===== config.mk =====
export PLATFORM = sky130hd
export DESIGN_NAME = hid_report_event_mapper
export DESIGN_NICKNAME = d
export VERILOG_FILES = /design/src/hdl/hrem_pkg.sv /design/src/hdl/hrem_report_mem.sv /design/src/hdl/hrem_rule_eval.sv /design/src/hdl/hid_report_event_mapper.sv
export VERILOG_INCLUDE_DIRS = /design/src /design/src/hdl
export SDC_FILE = /design/constraint.sdc
export NUM_CORES = 2
export LEC_CHECK = 0
export ABC_AREA = 0
export BUFFER_PORTS_ARGS = -buffer_cell sky130_fd_sc_hd__buf_2
export CAP_MARGIN = 40
export CORE_MARGIN = 2
export CORE_UTILIZATION = 28
export CTS_BUF_LIST = sky130_fd_sc_hd__clkbuf_16
export DETAILED_ROUTE_END_ITERATION = 12
export HOLD_SLACK_MARGIN = 0.15
export PLACE_DENSITY_LB_ADDON = 0.3
export SLEW_MARGIN = 25
export SYNTH_ARGS = -nofsm -noshare
export SYNTH_HDL_FRONTEND = slang
export SYNTH_SLANG_ARGS = --single-unit

===== constraint.sdc =====
create_clock -name clock -period 14.49 [get_ports clock]
set_clock_uncertainty 0.15 [all_clocks]
set_input_delay 0.7245 -clock clock [delete_from_list [all_inputs] [get_ports clock]]
set_output_delay 0.7245 -clock clock [all_outputs]
set_load 0.01 [all_outputs]

===== src/hdl/hid_report_event_mapper_macros.svh =====
// ----------------------------------------------------------------------------
// HID report event mapper: assertion macros
// Shared concurrent assertion forms for the mapper's RTL checks.
// ----------------------------------------------------------------------------
`ifndef HID_REPORT_EVENT_MAPPER_MACROS_SVH
`define HID_REPORT_EVENT_MAPPER_MACROS_SVH

// Same-cycle implication, disabled during reset.
`define HREM_ASSERT_NOW(label, clk, rst, ante, cons, msg) \
   label: assert property (@(posedge clk) disable iff (rst) (ante) |-> (cons)) \
      else $error(msg);

// Next-cycle implication, disabled during reset.
`define HREM_ASSERT_NEXT(label, clk, rst, ante, cons, msg) \
   label: assert property (@(posedge clk) disable iff (rst) (ante) |=> (cons)) \
      else $error(msg);

`endif


===== src/hdl/hrem_pkg.sv =====
// ----------------------------------------------------------------------------
// HID report event mapper package
// Field widths, rule and result types, sequencer states and mask constants.
// ----------------------------------------------------------------------------
package hrem_pkg;

   localparam int DEF_RULE_COUNT   = 16;
   localparam int DEF_REPORT_BYTES = 64;
   localparam int MAX_RESULTS      = 16;

   localparam int POS_W   = 6;
   localparam int SLOT_W  = 4;
   localparam int KIND_W  = 3;
   localparam int BYTE_W  = 8;
   localparam int DEV_W   = 8;
   localparam int EVT_W   = 16;
   localparam int CFG_W   = 5;
   localparam int CNT_W   = 5;

   localparam logic [BYTE_W-1:0] LOW_NIBBLE  = 8'b0000_1111;
   localparam logic [BYTE_W-1:0] HIGH_NIBBLE = 8'b1111_0000;

   localparam logic MODE_BYTE = 1'b0;
   localparam logic MODE_RULE = 1'b1;

   localparam logic ACT_SET  = 1'b0;
   localparam logic ACT_EXEC = 1'b1;

   typedef enum logic [KIND_W-1:0] {
      KIND_BIT        = 3'd0,
      KIND_VAR_LO     = 3'd1,
      KIND_VAR_HI     = 3'd2,
      KIND_VAR_BYTE   = 3'd3,
      KIND_MATCH_LO   = 3'd4,
      KIND_MATCH_HI   = 3'd5,
      KIND_MATCH_BYTE = 3'd6,
      KIND_NONE       = 3'd7
   } rule_kind_type;

   typedef struct packed {
      rule_kind_type     kind;
      logic [POS_W-1:0]  pos;
      logic [BYTE_W-1:0] arg;
      logic [DEV_W-1:0]  dev;
      logic [EVT_W-1:0]  evt;
   } rule_type;

   typedef struct packed {
      logic              action;
      logic [DEV_W-1:0]  device;
      logic [EVT_W-1:0]  target;
      logic [BYTE_W-1:0] value;
   } result_type;

   // shared evaluation unit outcome for one rule
   typedef struct packed {
      logic              fire;
      result_type        res;
      logic [BYTE_W-1:0] last_next;
   } eval_type;

   typedef enum logic [2:0] {
      ST_IDLE,
      ST_RULE_RD,
      ST_BYTE_RD,
      ST_EVAL,
      ST_FLUSH
   } state_type;

endpackage


===== src/hdl/hrem_report_mem.sv =====
// ----------------------------------------------------------------------------
// HID report event mapper: report byte store
// One write port, one registered read port. Per-entry valid bits make
// never-written bytes read as zero; positions past the store read as zero.
// ----------------------------------------------------------------------------
module hrem_report_mem #(
   parameter int REPORT_BYTES = hrem_pkg::DEF_REPORT_BYTES
) (
   input  logic                        clock,
   input  logic                        reset,
   input  logic                        wr_en,
   input  logic [hrem_pkg::POS_W-1:0]  wr_pos,
   input  logic [hrem_pkg::BYTE_W-1:0] wr_data,
   input  logic                        rd_en,
   input  logic [hrem_pkg::POS_W-1:0]  rd_pos,
   output logic [hrem_pkg::BYTE_W-1:0] rd_data
);
   import hrem_pkg::*;

   localparam int RPT_AW = (REPORT_BYTES > 1) ? $clog2(REPORT_BYTES) : 1;
   localparam int PW     = (RPT_AW > POS_W) ? RPT_AW : POS_W;

   logic [BYTE_W-1:0]       byte_mem [REPORT_BYTES];
   logic [REPORT_BYTES-1:0] valid_ff;
   logic [BYTE_W-1:0]       rd_data_ff;

   logic [PW-1:0]     wr_ext;
   logic [PW-1:0]     rd_ext;
   logic [RPT_AW-1:0] wr_addr;
   logic [RPT_AW-1:0] rd_addr;
   logic              wr_ok;
   logic              rd_ok;

   assign wr_ext  = PW'(wr_pos);
   assign rd_ext  = PW'(rd_pos);
   assign wr_addr = wr_ext[RPT_AW-1:0];
   assign rd_addr = rd_ext[RPT_AW-1:0];
   assign wr_ok   = {1'b0, wr_ext} < (PW+1)'(REPORT_BYTES);
   assign rd_ok   = {1'b0, rd_ext} < (PW+1)'(REPORT_BYTES);

   always_ff @(posedge clock) begin
      if (reset) begin
         valid_ff <= '0;
      end else if (wr_en && wr_ok) begin
         valid_ff[wr_addr] <= 1'b1;
      end
   end

   always_ff @(posedge clock) begin
      if (wr_en && wr_ok) begin
         byte_mem[wr_addr] <= wr_data;
      end
   end

   always_ff @(posedge clock) begin
      if (rd_en) begin
         if (rd_ok && valid_ff[rd_addr]) begin
            rd_data_ff <= byte_mem[rd_addr];
         end else begin
            rd_data_ff <= '0;
         end
      end
   end

   assign rd_data = rd_data_ff;

endmodule


===== src/hdl/hrem_rule_eval.sv =====
// ----------------------------------------------------------------------------
// HID report event mapper: rule evaluation unit
// Shared field extract and compare, applied to one rule per walk step.
// ----------------------------------------------------------------------------
module hrem_rule_eval (
   input  hrem_pkg::rule_type          rule,
   input  logic [hrem_pkg::BYTE_W-1:0] byte_val,
   input  logic [hrem_pkg::BYTE_W-1:0] last,
   output hrem_pkg::eval_type          result
);
   import hrem_pkg::*;

   logic [BYTE_W-1:0] lo_field;
   logic [BYTE_W-1:0] hi_field;
   logic [BYTE_W-1:0] field;
   logic              hit;
   logic              is_var;

   assign lo_field = byte_val & LOW_NIBBLE;
   assign hi_field = (byte_val & HIGH_NIBBLE) >> 4;

   always_comb begin
      field  = byte_val;
      hit    = 1'b0;
      is_var = 1'b0;
      case (rule.kind)
         KIND_BIT:        hit = byte_val[rule.arg[2:0]];
         KIND_VAR_LO:     begin field = lo_field; is_var = 1'b1; end
         KIND_VAR_HI:     begin field = hi_field; is_var = 1'b1; end
         KIND_VAR_BYTE:   is_var = 1'b1;
         KIND_MATCH_LO:   hit = (lo_field == rule.arg);
         KIND_MATCH_HI:   hit = (hi_field == rule.arg);
         KIND_MATCH_BYTE: hit = (byte_val == rule.arg);
         default:         hit = 1'b0;
      endcase
   end

   always_comb begin
      result.res.device = rule.dev;
      if (rule.kind == KIND_NONE) begin
         result.fire       = 1'b0;
         result.last_next  = last;
         result.res.action = ACT_SET;
         result.res.target = rule.evt;
         result.res.value  = '0;
      end else if (is_var) begin
         result.fire       = (last != field);
         result.last_next  = field;
         result.res.action = ACT_SET;
         result.res.target = EVT_W'(rule.arg);
         result.res.value  = field;
      end else begin
         // execute only on the rising edge of the match
         result.fire       = hit && (last == '0);
         result.last_next  = hit ? BYTE_W'(1) : '0;
         result.res.action = ACT_EXEC;
         result.res.target = rule.evt;
         result.res.value  = '0;
      end
   end

endmodule


===== src/hdl/hid_report_event_mapper.sv =====
// ----------------------------------------------------------------------------
// HID report event mapper
// Stores report bytes and rules; at the end of a report walks the active
// rules through one shared evaluation unit and emits set/execute results.
//
//   channel | dir | handshake          | payload
//   req     | in  | req_valid/stall    | mode, byte/rule fields
//   rsp     | out | rsp_valid/stall    | action, dest_device, target, value, final
//   csr     | in  | csr_write_enable   | active_rules (5 bits)
//
// Rule writes and non-final report bytes are taken while the mapper is idle.
// A report end walks each active rule through rule read, byte read and
// evaluate, then sends the final result; a stalled rsp holds the walk longer.
// The walk is serialized by the single rule-store and report-store read ports.
// Synchronous reset clears the report store, last-seen values and active_rules.
// Input is stalled for the whole walk; a finished result waits in the output
// register without blocking the next transfer.
// ----------------------------------------------------------------------------
`include "hid_report_event_mapper_macros.svh"

module hid_report_event_mapper #(
   parameter int RULE_COUNT   = hrem_pkg::DEF_RULE_COUNT,
   parameter int REPORT_BYTES = hrem_pkg::DEF_REPORT_BYTES
) (
   input  logic                        clock,
   input  logic                        reset,
   input  logic                        csr_write_enable,
   input  logic [hrem_pkg::CFG_W-1:0]  csr_write_data,
   input  logic                        req_valid,
   output logic                        req_stall,
   input  logic                        req_mode,
   input  logic [hrem_pkg::POS_W-1:0]  req_byte_position,
   input  logic [hrem_pkg::BYTE_W-1:0] req_byte_value,
   input  logic                        req_report_end,
   input  logic [hrem_pkg::SLOT_W-1:0] req_rule_slot,
   input  logic [hrem_pkg::KIND_W-1:0] req_rule_kind,
   input  logic [hrem_pkg::POS_W-1:0]  req_rule_byte,
   input  logic [hrem_pkg::BYTE_W-1:0] req_rule_argument,
   input  logic [hrem_pkg::DEV_W-1:0]  req_rule_device,
   input  logic [hrem_pkg::EVT_W-1:0]  req_rule_event,
   output logic                        rsp_valid,
   input  logic                        rsp_stall,
   output logic                        rsp_action,
   output logic [hrem_pkg::DEV_W-1:0]  rsp_dest_device,
   output logic [hrem_pkg::EVT_W-1:0]  rsp_target,
   output logic [hrem_pkg::BYTE_W-1:0] rsp_value,
   output logic                        rsp_final_res
);
   import hrem_pkg::*;

   localparam int RULE_AW  = (RULE_COUNT > 1) ? $clog2(RULE_COUNT) : 1;
   localparam int SW       = (RULE_AW > SLOT_W) ? RULE_AW : SLOT_W;
   localparam int IW       = (RULE_AW > CNT_W) ? RULE_AW : CNT_W;
   localparam int WALK_MAX = (RULE_COUNT < MAX_RESULTS) ? RULE_COUNT : MAX_RESULTS;

   // storage
   rule_type          rule_mem [RULE_COUNT];
   rule_type          rule_rd_ff;
   logic [BYTE_W-1:0] last_seen_ff [RULE_COUNT];

   // control and payload registers
   state_type         state_ff, state_in;
   logic [CFG_W-1:0]  active_rules_ff;
   logic [CNT_W-1:0]  idx_ff, idx_in;
   logic [CNT_W-1:0]  limit_ff, limit_in;
   logic              pend_valid_ff, pend_valid_in;
   result_type        pend_ff, pend_in;
   logic              rsp_valid_ff, rsp_valid_in;
   result_type        rsp_ff, rsp_in;
   logic              rsp_final_ff, rsp_final_in;

   // datapath
   logic [SW-1:0]      slot_ext;
   logic [RULE_AW-1:0] slot_addr;
   logic               slot_ok;
   logic [IW-1:0]      idx_ext;
   logic [RULE_AW-1:0] walk_addr;
   logic [CNT_W-1:0]   limit_calc;
   logic               last_step;
   logic               out_free;
   logic [BYTE_W-1:0]  rpt_byte;
   eval_type           ev;
   rule_type           rule_wr_data;

   // sequencer outputs
   logic req_xfer;
   logic rule_wr;
   logic rpt_wr;
   logic walk_start;
   logic rule_rd_en;
   logic byte_rd_en;
   logic eval_done;
   logic push;
   logic push_final;

   assign slot_ext   = SW'(req_rule_slot);
   assign slot_addr  = slot_ext[RULE_AW-1:0];
   assign slot_ok    = {1'b0, slot_ext} < (SW+1)'(RULE_COUNT);
   assign idx_ext    = IW'(idx_ff);
   assign walk_addr  = idx_ext[RULE_AW-1:0];
   assign limit_calc = (active_rules_ff > CNT_W'(WALK_MAX)) ? CNT_W'(WALK_MAX)
                                                             : active_rules_ff;
   assign last_step  = (idx_ff + CNT_W'(1)) == limit_ff;
   assign out_free   = !rsp_valid_ff || !rsp_stall;

   assign rule_wr_data.kind = rule_kind_type'(req_rule_kind);
   assign rule_wr_data.pos  = req_rule_byte;
   assign rule_wr_data.arg  = req_rule_argument;
   assign rule_wr_data.dev  = req_rule_device;
   assign rule_wr_data.evt  = req_rule_event;

   hrem_report_mem #(
      .REPORT_BYTES (REPORT_BYTES)
   ) u_report_mem (
      .clock   (clock),
      .reset   (reset),
      .wr_en   (rpt_wr),
      .wr_pos  (req_byte_position),
      .wr_data (req_byte_value),
      .rd_en   (byte_rd_en),
      .rd_pos  (rule_rd_ff.pos),
      .rd_data (rpt_byte)
   );

   hrem_rule_eval u_rule_eval (
      .rule     (rule_rd_ff),
      .byte_val (rpt_byte),
      .last     (last_seen_ff[walk_addr]),
      .result   (ev)
   );

   // next state
   always_comb begin
      state_in = state_ff;
      case (state_ff)
         ST_IDLE:    if (walk_start) state_in = ST_RULE_RD;
         ST_RULE_RD: state_in = ST_BYTE_RD;
         ST_BYTE_RD: state_in = ST_EVAL;
         ST_EVAL: begin
            if (eval_done) state_in = last_step ? ST_FLUSH : ST_RULE_RD;
         end
         ST_FLUSH:   if (!pend_valid_ff || out_free) state_in = ST_IDLE;
         default:    state_in = ST_IDLE;
      endcase
   end

   // sequencer outputs
   always_comb begin
      req_stall  = 1'b1;
      rule_rd_en = 1'b0;
      byte_rd_en = 1'b0;
      eval_done  = 1'b0;
      push       = 1'b0;
      push_final = 1'b0;
      case (state_ff)
         ST_IDLE:    req_stall = 1'b0;
         ST_RULE_RD: rule_rd_en = 1'b1;
         ST_BYTE_RD: byte_rd_en = 1'b1;
         ST_EVAL: begin
            // a new hit pushes the held one out first; hold it if rsp is full
            eval_done = !(ev.fire && pend_valid_ff) || out_free;
            push      = ev.fire && pend_valid_ff && out_free;
         end
         ST_FLUSH: begin
            push       = pend_valid_ff && out_free;
            push_final = 1'b1;
         end
         default:    req_stall = 1'b1;
      endcase
   end

   assign req_xfer   = req_valid && !req_stall;
   assign rule_wr    = req_xfer && (req_mode == MODE_RULE) && slot_ok;
   assign rpt_wr     = req_xfer && (req_mode == MODE_BYTE);
   assign walk_start = rpt_wr && req_report_end && (limit_calc != '0);

   always_comb begin
      idx_in        = idx_ff;
      limit_in      = limit_ff;
      pend_valid_in = pend_valid_ff;
      pend_in       = pend_ff;
      if (walk_start) begin
         idx_in   = '0;
         limit_in = limit_calc;
      end else if (eval_done) begin
         idx_in = idx_ff + CNT_W'(1);
      end
      if (eval_done && ev.fire) begin
         pend_valid_in = 1'b1;
         pend_in       = ev.res;
      end else if (push && push_final) begin
         pend_valid_in = 1'b0;
      end
   end

   always_comb begin
      rsp_valid_in = rsp_valid_ff && rsp_stall;
      rsp_in       = rsp_ff;
      rsp_final_in = rsp_final_ff;
      if (push) begin
         rsp_valid_in = 1'b1;
         rsp_in       = pend_ff;
         rsp_final_in = push_final;
      end
   end

   always_ff @(posedge clock) begin
      if (reset) begin
         state_ff        <= ST_IDLE;
         active_rules_ff <= '0;
         idx_ff          <= '0;
         limit_ff        <= '0;
         pend_valid_ff   <= 1'b0;
         rsp_valid_ff    <= 1'b0;
      end else begin
         state_ff        <= state_in;
         if (csr_write_enable) active_rules_ff <= csr_write_data;
         idx_ff          <= idx_in;
         limit_ff        <= limit_in;
         pend_valid_ff   <= pend_valid_in;
         rsp_valid_ff    <= rsp_valid_in;
      end
   end

   always_ff @(posedge clock) begin
      pend_ff      <= pend_in;
      rsp_ff       <= rsp_in;
      rsp_final_ff <= rsp_final_in;
   end

   always_ff @(posedge clock) begin
      if (reset) begin
         for (int i = 0; i < RULE_COUNT; i++) last_seen_ff[i] <= '0;
      end else if (rule_wr) begin
         last_seen_ff[slot_addr] <= '0;
      end else if (eval_done) begin
         last_seen_ff[walk_addr] <= ev.last_next;
      end
   end

   always_ff @(posedge clock) begin
      if (rule_wr) begin
         rule_mem[slot_addr] <= rule_wr_data;
      end
   end

   always_ff @(posedge clock) begin
      if (rule_rd_en) begin
         rule_rd_ff <= rule_mem[walk_addr];
      end
   end

   assign rsp_valid       = rsp_valid_ff;
   assign rsp_action      = rsp_ff.action;
   assign rsp_dest_device = rsp_ff.device;
   assign rsp_target      = rsp_ff.target;
   assign rsp_value       = rsp_ff.value;
   assign rsp_final_res   = rsp_final_ff;

   `HREM_ASSERT_NOW(a_idle_no_pend, clock, reset, state_ff == ST_IDLE, !pend_valid_ff,
      "held result left over after walk")
   `HREM_ASSERT_NOW(a_idx_in_range, clock, reset,
      (state_ff == ST_RULE_RD) || (state_ff == ST_BYTE_RD) || (state_ff == ST_EVAL),
      idx_ff < limit_ff, "walk index past rule limit")
   `HREM_ASSERT_NEXT(a_final_ends_walk, clock, reset, push && push_final,
      (state_ff == ST_IDLE) && !pend_valid_ff && rsp_valid_ff && rsp_final_ff,
      "final result did not close the walk")

endmodule

==> results.py <==
metrics = {
    "status": {
        "outcome": "completed",
    },
    "drt": {
        "vias": 28432,
        "wire_per_inst_um": 25.02,
        "routed_wirelength_um": 148900,
        "vias_per_cell": 4.778,
        "detail-route-antenna-nets": 0,
        "drc_errors": 0,
        "firstDrtPassIters": 5,
        "drtIter0Drc": 2804,
    },
    "power": {
        "switching_power_mw": 1.995,
        "internal-power_mw": 7.159,
        "combPwrFrac_pct": 4.8,
        "switching_share_pct": 21.80,
        "total_leakage_power_nw": 21.33,
        "ir_drop_mv": 0.1235,
        "pwr-share-clk_pct": 42.6,
        "power_density_nw_per_um2": 133.1,
        "seqPwrFrac_pct": 52.7,
    },
    "placed_design": {
        "dp_slack_ns": 9.875,
        "gp_congestion": 0.8055,
        "hpwl_um": 89140,
        "portBuffers": 106,
    },
    "clocking": {
        "clock_path_buffers": 3,
        "root_buffer": "clkbuf_16",
        "ctsHoldBuffers": 51,
        "cts_resized": 0,
        "cts_setup_buffers": 0,
        "htree_num_levels": 4,
        "cts_buffers": 157,
        "cts_sinks": 1500,
        "cts_tree": "built",
        "cts.reportedPaths.clkPinSlew_ns": 0.06,
        "clk-insertion-delay-late_ns": 0.81,
    },
    "global_routing": {
        "grt_pass1_vias": 29343,
        "grt_pass1_wl_um": 214700,
        "antenna_found_initial": 16,
        "grt_max_degree": 137,
        "globalRouteOverflowTotal": 0,
        "grtUsageTotal_pct": 14.03,
    },
    "synth": {
        "ys_seq_area_share_pct": 75.86,
        "synth_most_common_cell": "edfxtp_1",
        "synthCells": 2806,
        "ys_async_sr_fraction_pct": 0,
        "synthFlopType": "edfxtp_1",
        "netlist.area_leader.share_pct": 72.84,
        "synth_common_cells": "edfxtp_1 (1412), mux4_2 (426), nor2_1 (387)",
        "netlist_area_um2": 58210,
        "yosys_warnings": 0,
        "syn-num-nets": 2878,
        "synthTopCellsByArea": "edfxtp_1 (73%), mux4_2 (16%), dfxtp_1 (3.0%)",
        "synth_edf_count": 1412,
        "synth_area_leader_cell": "edfxtp_1",
        "yosys_register_bits": 1500,
        "synth_cell_types": 64,
        "avgSynthCellArea_um2": 20.75,
    },
    "floorplanning": {
        "die_area_um2": 211600,
        "initial_core_util_pct": 28.14,
        "die_h_um": 460.0,
        "core_area_um2": 206900,
        "rows": 167,
        "io_pins": 107,
        "die_w_um": 460.0,
    },
    "sta": {
        "slew_headroom_pct": 37.28,
        "min_period_over_period_pct": 31.25,
        "setup_viol": 0,
        "layout_setup_ws_ns": 9.963,
        "finalMaxSlewViolations": 0,
        "layout_min_cycle_time_ns": 4.527,
        "rsz0062_at_grt": "no",
        "hold_violations": 0,
        "tightest_slew_ns": 0.9407,
        "max_freq_ghz": 0.2209,
        "finalSetupTns_ns": 0,
    },
    "layout": {
        "layout-drive-gt1-share_pct": 29.39,
        "syn2layout_area_growth_pct": 18.17,
        "nets": 3191,
        "fillCellCount": 19488,
    },
    "critical_path": {
        "required_ns": 14.76,
        "worst-path-max-fanout": 33,
        "rrSetupSlack_ns": 9.96,
        "cp-end-kind": "flop",
        "r2r_cells": 10,
        "r2r-end": "pend_ff[22]",
        "cp.arrival_ns": 4.80,
        "worst_setup_path_start_kind": "flop",
        "criticalPathCategory": "reg2reg",
    },
    "hold_path": {
        "hp-class": "reg2reg",
        "hp-start": "pend_ff[8]",
        "min_to": "rsp_target[0]",
        "min_delay_path_depth": 0,
    },
    "flow_run": {
        "cap_violations": 0,
    },
}
[cell type report]
cell class	count	area (µm²)	share of cell area [%]
Inverter	7	26.28	0.03820
Sequential cell	1500	44180	64.22
Antenna cell	7	17.52	0.02546
Multi-Input combinational cell	1145	13510	19.64
Clock buffer	160	4004	5.821
Clock inverter	119	975.9	1.419
Tap cell	2704	3383	4.918
Timing Repair Buffer	308	2690	3.911
[cell families (layout without fill, tap and decap cells)]
kind of cell               count (synthesis)  in the layout  share of synthesized area, %
adders and majority gates                  1              1                       0.02149
muxes                                    463            463                         17.14
and+or+nand+nor                          572            572                         4.413
AOI/OAI and AO/OA                         91             91                         1.122
xor gates and xnor gates                  18             18                        0.2708
other                                      0              7                             0
DFF                                     1500           1500                         75.86
buffers and inverters                    161            594                         1.169
[power by group through the flow]
stage | sequential (mW) | clock, mW | combinational, mW
after CTS | 4.82 | 4.00 | 0.448
final | 4.82 | 3.90 | 0.437
after global placement | 4.91 | 0 | 0.413
after detailed placement | 4.91 | 0 | 0.433
after global routing | 4.82 | 4.15 | 0.469
after floorplan | 4.89 | 0 | 0.242
[registers in the layout, summed over array words and instances (netlist names), 8 cells and up, named ones only]
| name | cells |
|---|---|
| u_report_mem.valid_ff | 64 |
| pend_ff | 33 |
| rsp_value | 8 |
| rsp_target | 16 |
| last_seen_ff | 128 |
| u_report_mem.rd_data | 8 |
| rsp_dest_device | 8 |
| u_report_mem.byte_mem | 512 |
| rule_rd_ff | 41 |
| rule_mem | 656 |
[worst max-delay path, cell delays in order, from the launching register on]
cell	delay, ns
dfxtp_2	0.63
buf_12	0.26
mux4_2	0.52
mux4_2	0.55
xnor2_1	0.18
a2111oi_2	0.34
a41o_2	0.30
a21o_1	0.27
nand2_1	0.23
a21oi_4	0.18
buf_4	0.46
[cell usage in the layout (no fill, tap or decap), drive strengths merged, types with 11 or more instances in the layout]
cell type and n:
nor2 398, dfxtp 88, nand3b 13, inv 49
buf 255, dlygate4sd3 51, clkinv 62, nand2 43
nand3 14, and2 13, nor3 16, clkbuf 162
o21ai 13, nand2b 15, a211o 11, edfxtp 1412
mux4 426, a21oi 24, mux2i 27, nor2b 18
[metal layers]
layer  GRT usage (%)  part of all wire, %
met1           19.12                   44
met2           23.19                   49
met3           2.413                  5.0
met4           3.618                  2.0
met5               0                0.054
[worst max-delay path by stage]
stage | slack (ns) | depth (start not counted) | endpoint | startpoint
after floorplan | 9.70 | 11 | pend_ff[0] | flop
after global placement | 9.55 | 8 | last_seen_ff[8][0] | flop
after detailed placement | 9.88 | 10 | pend_ff[31] | flop
after CTS | 9.92 | 10 | pend_ff[22] | flop
after global routing | 9.70 | 10 | pend_ff[22] | flop
final | 9.96 | 10 | pend_ff[22] | flop
[per-stage QoR]
step	utilization, %	hold slack, ns	instances	area [µm²]	total power, mW
2_1_floorplan	-	0.2503	2806	58210	5.135
3_3_place_gp	29.99	0.2512	5514	62050	5.327
3_5_place_dp	30.56	0.2552	5607	63220	5.344
4_1_cts	33.21	0.1957	5937	68710	9.263
5_1_grt	33.25	0.2252	5949	68790	9.440
6_report	33.25	0.2402	5950	68790	9.154
Power figures use the tool's default switching activity.
